[src/rtl/qpd_pkg.sv]
// Shared types, widths, register codes and the torque saturation function.
package qpd_pkg;

    // Operand and intermediate widths.
    localparam int Q_W      = 16;
    localparam int Q_FRAC   = 14;
    localparam int GAIN_FRAC = 8;
    localparam int PROD_W   = 32;
    localparam int SUM_W    = 34;
    localparam int ERR_W    = SUM_W - Q_FRAC;
    localparam int RPROD_W  = 2 * Q_W;
    localparam int EPROD_W  = Q_W + ERR_W;
    localparam int ACC_W    = EPROD_W + 1;
    localparam int TORQUE_W = 32;

    // Configuration register indexes.
    localparam int CFG_IDX_W = 1;
    localparam logic [CFG_IDX_W-1:0] CFG_RATE_GAIN     = 1'b0;
    localparam logic [CFG_IDX_W-1:0] CFG_ATTITUDE_GAIN = 1'b1;

    // Saturation bounds of the torque, at accumulator width.
    localparam logic signed [ACC_W-1:0] SAT_MAX =
        {{(ACC_W-TORQUE_W+1){1'b0}}, {(TORQUE_W-1){1'b1}}};
    localparam logic signed [ACC_W-1:0] SAT_MIN =
        {{(ACC_W-TORQUE_W+1){1'b1}}, {(TORQUE_W-1){1'b0}}};

    // One input item.
    typedef struct packed {
        logic signed [Q_W-1:0] cur_q0;
        logic signed [Q_W-1:0] cur_q1;
        logic signed [Q_W-1:0] cur_q2;
        logic signed [Q_W-1:0] cur_q3;
        logic signed [Q_W-1:0] tgt_q0;
        logic signed [Q_W-1:0] tgt_q1;
        logic signed [Q_W-1:0] tgt_q2;
        logic signed [Q_W-1:0] tgt_q3;
        logic signed [Q_W-1:0] rate_x;
        logic signed [Q_W-1:0] rate_y;
        logic signed [Q_W-1:0] rate_z;
    } t_qpd_in;

    // One result item.
    typedef struct packed {
        logic signed [TORQUE_W-1:0] torque_x;
        logic signed [TORQUE_W-1:0] torque_y;
        logic signed [TORQUE_W-1:0] torque_z;
    } t_qpd_out;

    // Queue entry: attitude error plus the rates that go with it.
    typedef struct packed {
        logic signed [ERR_W-1:0] err_x;
        logic signed [ERR_W-1:0] err_y;
        logic signed [ERR_W-1:0] err_z;
        logic signed [Q_W-1:0]   rate_x;
        logic signed [Q_W-1:0]   rate_y;
        logic signed [Q_W-1:0]   rate_z;
    } t_qpd_cmd;

    // Floor shift by the gain fraction, then clamp to the torque range.
    function automatic logic signed [TORQUE_W-1:0] sat_torque(
        input logic signed [ACC_W-1:0] acc
    );
        logic signed [ACC_W-1:0] sh;
        logic signed [ACC_W-1:0] cl;
        sh = acc >>> GAIN_FRAC;
        if (sh > SAT_MAX) begin
            cl = SAT_MAX;
        end else if (sh < SAT_MIN) begin
            cl = SAT_MIN;
        end else begin
            cl = sh;
        end
        return cl[TORQUE_W-1:0];
    endfunction

endpackage

[src/rtl/qpd_queue.sv]
// Short queue of error commands between the front and back ends.
module qpd_queue #(
    parameter int DEPTH = 4,
    parameter int CNT_W = $clog2(DEPTH + 1)
) (
    input  logic               i_clk,
    input  logic               i_rst_n,
    input  logic               i_push,
    input  qpd_pkg::t_qpd_cmd  i_push_data,
    input  logic               i_pop,
    output qpd_pkg::t_qpd_cmd  o_head,
    output logic               o_empty,
    output logic [CNT_W-1:0]   o_count
);

    localparam int PTR_W = (DEPTH > 1) ? $clog2(DEPTH) : 1;

    qpd_pkg::t_qpd_cmd r_mem [DEPTH];
    logic [PTR_W-1:0]  r_wptr;
    logic [PTR_W-1:0]  r_rptr;
    logic [CNT_W-1:0]  r_count;

    // Pointer advance with wrap at the last entry.
    function automatic logic [PTR_W-1:0] next_ptr(input logic [PTR_W-1:0] p);
        logic [PTR_W-1:0] r;
        if (p == PTR_W'(DEPTH - 1)) begin
            r = '0;
        end else begin
            r = p + 1'b1;
        end
        return r;
    endfunction

    // Pointers and fill count.
    always_ff @(posedge i_clk) begin
        if (!i_rst_n) begin
            r_wptr  <= '0;
            r_rptr  <= '0;
            r_count <= '0;
        end else begin
            if (i_push) begin
                r_wptr <= next_ptr(r_wptr);
            end
            if (i_pop) begin
                r_rptr <= next_ptr(r_rptr);
            end
            case ({i_push, i_pop})
                2'b10:   r_count <= r_count + 1'b1;
                2'b01:   r_count <= r_count - 1'b1;
                default: r_count <= r_count;
            endcase
        end
    end

    // Entry storage.
    always_ff @(posedge i_clk) begin
        if (i_push) begin
            r_mem[r_wptr] <= i_push_data;
        end
    end

    assign o_head  = r_mem[r_rptr];
    assign o_empty = (r_count == '0);
    assign o_count = r_count;

endmodule

[config.mk]
export PLATFORM = sky130hd
export DESIGN_NAME = qpd_queue
export DESIGN_NICKNAME = d
export VERILOG_FILES = /design/src/rtl/qpd_pkg.sv /design/src/rtl/qpd_queue.sv
export SDC_FILE = /design/constraint.sdc
export NUM_CORES = 1
export LEC_CHECK = 0
export ABC_AREA = 1
export BUFFER_PORTS_ARGS = -buffer_cell sky130_fd_sc_hd__buf_4
export CORE_MARGIN = 10
export CORE_UTILIZATION = 30
export DETAILED_ROUTE_END_ITERATION = 10
export SLEW_MARGIN = 30
export SYNTH_ARGS = -nofsm -noshare
export SYNTH_HDL_FRONTEND = slang
export SYNTH_SLANG_ARGS = --single-unit
[constraint.sdc]
create_clock -name i_clk -period 9 [get_ports i_clk]
set_input_delay 1.35 -clock i_clk [delete_from_list [all_inputs] [get_ports i_clk]]
set_output_delay 1.35 -clock i_clk [all_outputs]
set_load 0.02 [all_outputs]
==> impl_results.md <==
* CTS tree: done
* Die Y at 254.1 um
* # rows at 85
* Clk buf depth at 3
* Unrepaired setup endpoints after global routing: false
* Remaining DRCs at 0
* P&R area growth vs syn at 23.23%
* CTS sink cnt at 441
* CP required at 7650 ps
* Die Span X at 254.1 um
* Setup Skew at 19.19 ps
* Max_slew headroom at 38.92%
* Seq pwr share at 48.4%
* NetSw at 1.155 mW
* Root Buffer: clkbuf_16
* CP endpoint kind: primary output
* WS Path Type: reg -> out
* Crit path max fanout at 145
* Vias in the first global route at 9998
* CTS Buf Count at 47
* DRT Pass-1 Iters at 4
* Port buffer count at 223
* Layout cells sized above 1 at 23.15%
* Family with the most delay on the worst path: buffers and inverters
* Switching share of power at 23.52%
* Vias per inst at 4.855
* Number of setup buffers added after CTS at 0
* Critical path arrival at 3130 ps
* Final hold viol count at 0
* GR Overflow Total at 0
* Total of max-cap violations at 0
* Commonest non-fill, non-tap cells in the layout: edfxtp_1 (432), buf_4 (232), nor2_1 (221)
* Wire per inst at 19.44 um
* Synthesis warning total at 0
* Hold buffers post-CTS at 0
* Largest net degree at the start of global routing at 146
* Worst-Skew Late Latency at 570 ps
* Final core utilization at 37.51%
* CTS H-Tree Depth at 2
* Critical path buffers and inverters at 3
* Routability cong. at 0.6967
* Hold Path Cell Cnt at 2
* Final setup margin at 4518 ps
* Post-CTS resize count at 0
* Post-Route WL at 39.81 mm
* Syn Area/Cell at 14.91 um2
* All-layer global routing usage at 11.98%
* Pint at 3.756 mW
* Worst vdd ir at 0.1554 mV
* CP Depth at 5
* Most used cell, CP: buf_4
* Slowest stage cell on the critical path: buf_4
* Worst slew pin tran at 916.2 ps
* Fmax at 0.2231 GHz
* Fin nets at 1434
* Gate power share at 11.0%
* Type of origin of the critical path: flip-flop
* Sequential share of the synthesized area at 79.98%
* Endpoints failing setup at 0
* Initial antenna violation count at 1
* Clock network fraction of design power at 40.6%
* Final min period at 4482 ps
* Critical-path cell list: inv_8 -> buf_4 -> o21ai_0 -> o22ai_1 -> buf_4
* #FFs+latches synth at 441
* Leak at 6.998 nW
* Starting DRT DRC Count at 754
* Antenna Nets Post-Route at 0
* Global-route wire length before repair at 59.81 mm
* Synthesized area at 16440 um2
* Clk pin slew, worst setup/hold paths at 60 ps
* Pre-CTS setup slack at 5016 ps
* HP Class: reg -> reg
* FF-to-FF path depth at 5
* Final Max Slew Viols at 0
* ANT cells at 0
* Period utilization at 49.81%
* Netlist cell types at 23
* Pwr Total at 4.911 mW
* Setup total negative slack at 0 ps
* PwrDens at 242.3 nW/um2
* Post-Syn Instances at 1103
* Dpl hpwl at 21.86 mm
* Status: finished clean
* Die footprint at 64580 um2
* Crit path largest cell delay at 690 ps
* I/O pins at 224
* Commonest non-fill, non-tap cell in the layout: edfxtp_1
* DR vias at 9944
* Initial Utilization at 30.44%
* Net Count, Synth at 1222
* CORE AREA at 54030 um2
## kinds of logic (layout without fill, tap and decap cells)
logic type / Yosys count / in the layout / synth area share (%)
AND/OR/NAND/NOR: 234 / 234 / 5.387
buffers and inverters: 88 / 337 / 3.097
AO/OA/AOI/OAI: 333 / 333 / 10.96
flip-flops: 441 / 441 / 79.98
adder cells (fa/ha/maj): 7 / 7 / 0.5782
## flip-flops by register name (all words and copies together), names as in the netlist, named ones only
signal,cells
o_count,3
r_mem,432
r_rptr,2
r_wptr,2
## power by group through the flow
| stage | Clock (mW) | Combinational, mW | Sequential [mW] |
|---|---|---|---|
| 3_3_place_gp | 0 | 0.543 | 2.42 |
| 5_1_grt | 2.13 | 0.589 | 2.38 |
| 3_5_place_dp | 0 | 0.550 | 2.42 |
| 2_1_floorplan | 0 | 0.300 | 2.41 |
| 6_report | 2.00 | 0.538 | 2.38 |
| 4_1_cts | 2.06 | 0.552 | 2.38 |
## path summary, 6_finish.rpt
path,startpoint,end,slack [ps]
setup / recovery,flip-flop,o_head[9],4520
hold / removal,r_wptr[1]$_SDFFE_PN0P_,r_wptr[1]$_SDFFE_PN0P_,530
setup reg to reg,r_wptr[0]$_SDFFE_PN0P_,r_mem[0][76]$_DFFE_PP_,6380
hold reg to reg,r_wptr[1]$_SDFFE_PN0P_,r_wptr[1]$_SDFFE_PN0P_,530
## cells in the mapped netlist
master | n | area share [%]
o21ai_1 | 37 | 1.1
nand3_1 | 1 | 0.030
nor2_1 | 221 | 5.0
buf_4 | 3 | 0.14
buf_12 | 1 | 0.12
fa_1 | 1 | 0.12
inv_1 | 16 | 0.37
clkbuf_1 | 40 | 0.91
buf_6 | 16 | 1.1
o22ai_1 | 108 | 4.1
buf_8 | 1 | 0.091
nand4_1 | 1 | 0.038
a21oi_1 | 5 | 0.15
dfxtp_1 | 9 | 1.1
inv_8 | 1 | 0.068
clkinv_2 | 1 | 0.030
ha_1 | 6 | 0.46
nand2_1 | 8 | 0.18
nor3_1 | 3 | 0.091
o21ai_0 | 183 | 5.6
clkbuf_2 | 2 | 0.061
buf_2 | 7 | 0.21
edfxtp_1 | 432 | 79
## per-stage QoR
step           std cells  cell area, um2  hold slack, ps
2_1_floorplan       1103           16440           489.7
3_3_place_gp        1962           18650           515.8
3_5_place_dp        1962           18660           535.2
4_1_cts             2048           20260           543.5
5_1_grt             2048           20260           593.9
6_report            2048           20260           533.1
## layer usage
| layer | global-route usage, % | wire length [um] | vias to the layer above | share of wire [%] |
|---|---|---|---|---|
| met1 | 15.55 | 17400 | 4981 | 44 |
| met5 | 0 | 13 | - | 0.033 |
| met3 | 2.830 | 2697 | 65 | 6.8 |
| met2 | 19.47 | 18850 | 297 | 47 |
| li1 | - | - | 4599 | - |
| met4 | 3.917 | 852 | 2 | 2.1 |
## layout make-up
cell class              count  area, um2
fillers                  5032      33760
flip-flops and latches    441      13160
multi-input cells         574       2783
repair buffers            233       1753
clock buffers              53       1241
well taps                 696      870.8
clock inverters            33      366.6
inverters                  18      90.09
## worst reg2reg max path, stage by stage, from the launching register on
cell,delay [ps]
dfxtp_1,350
inv_1,100
ha_1,140
nand2_1,80
inv_4,670
buf_4,860
No activity file was read; power rests on OpenSTA's default activity.
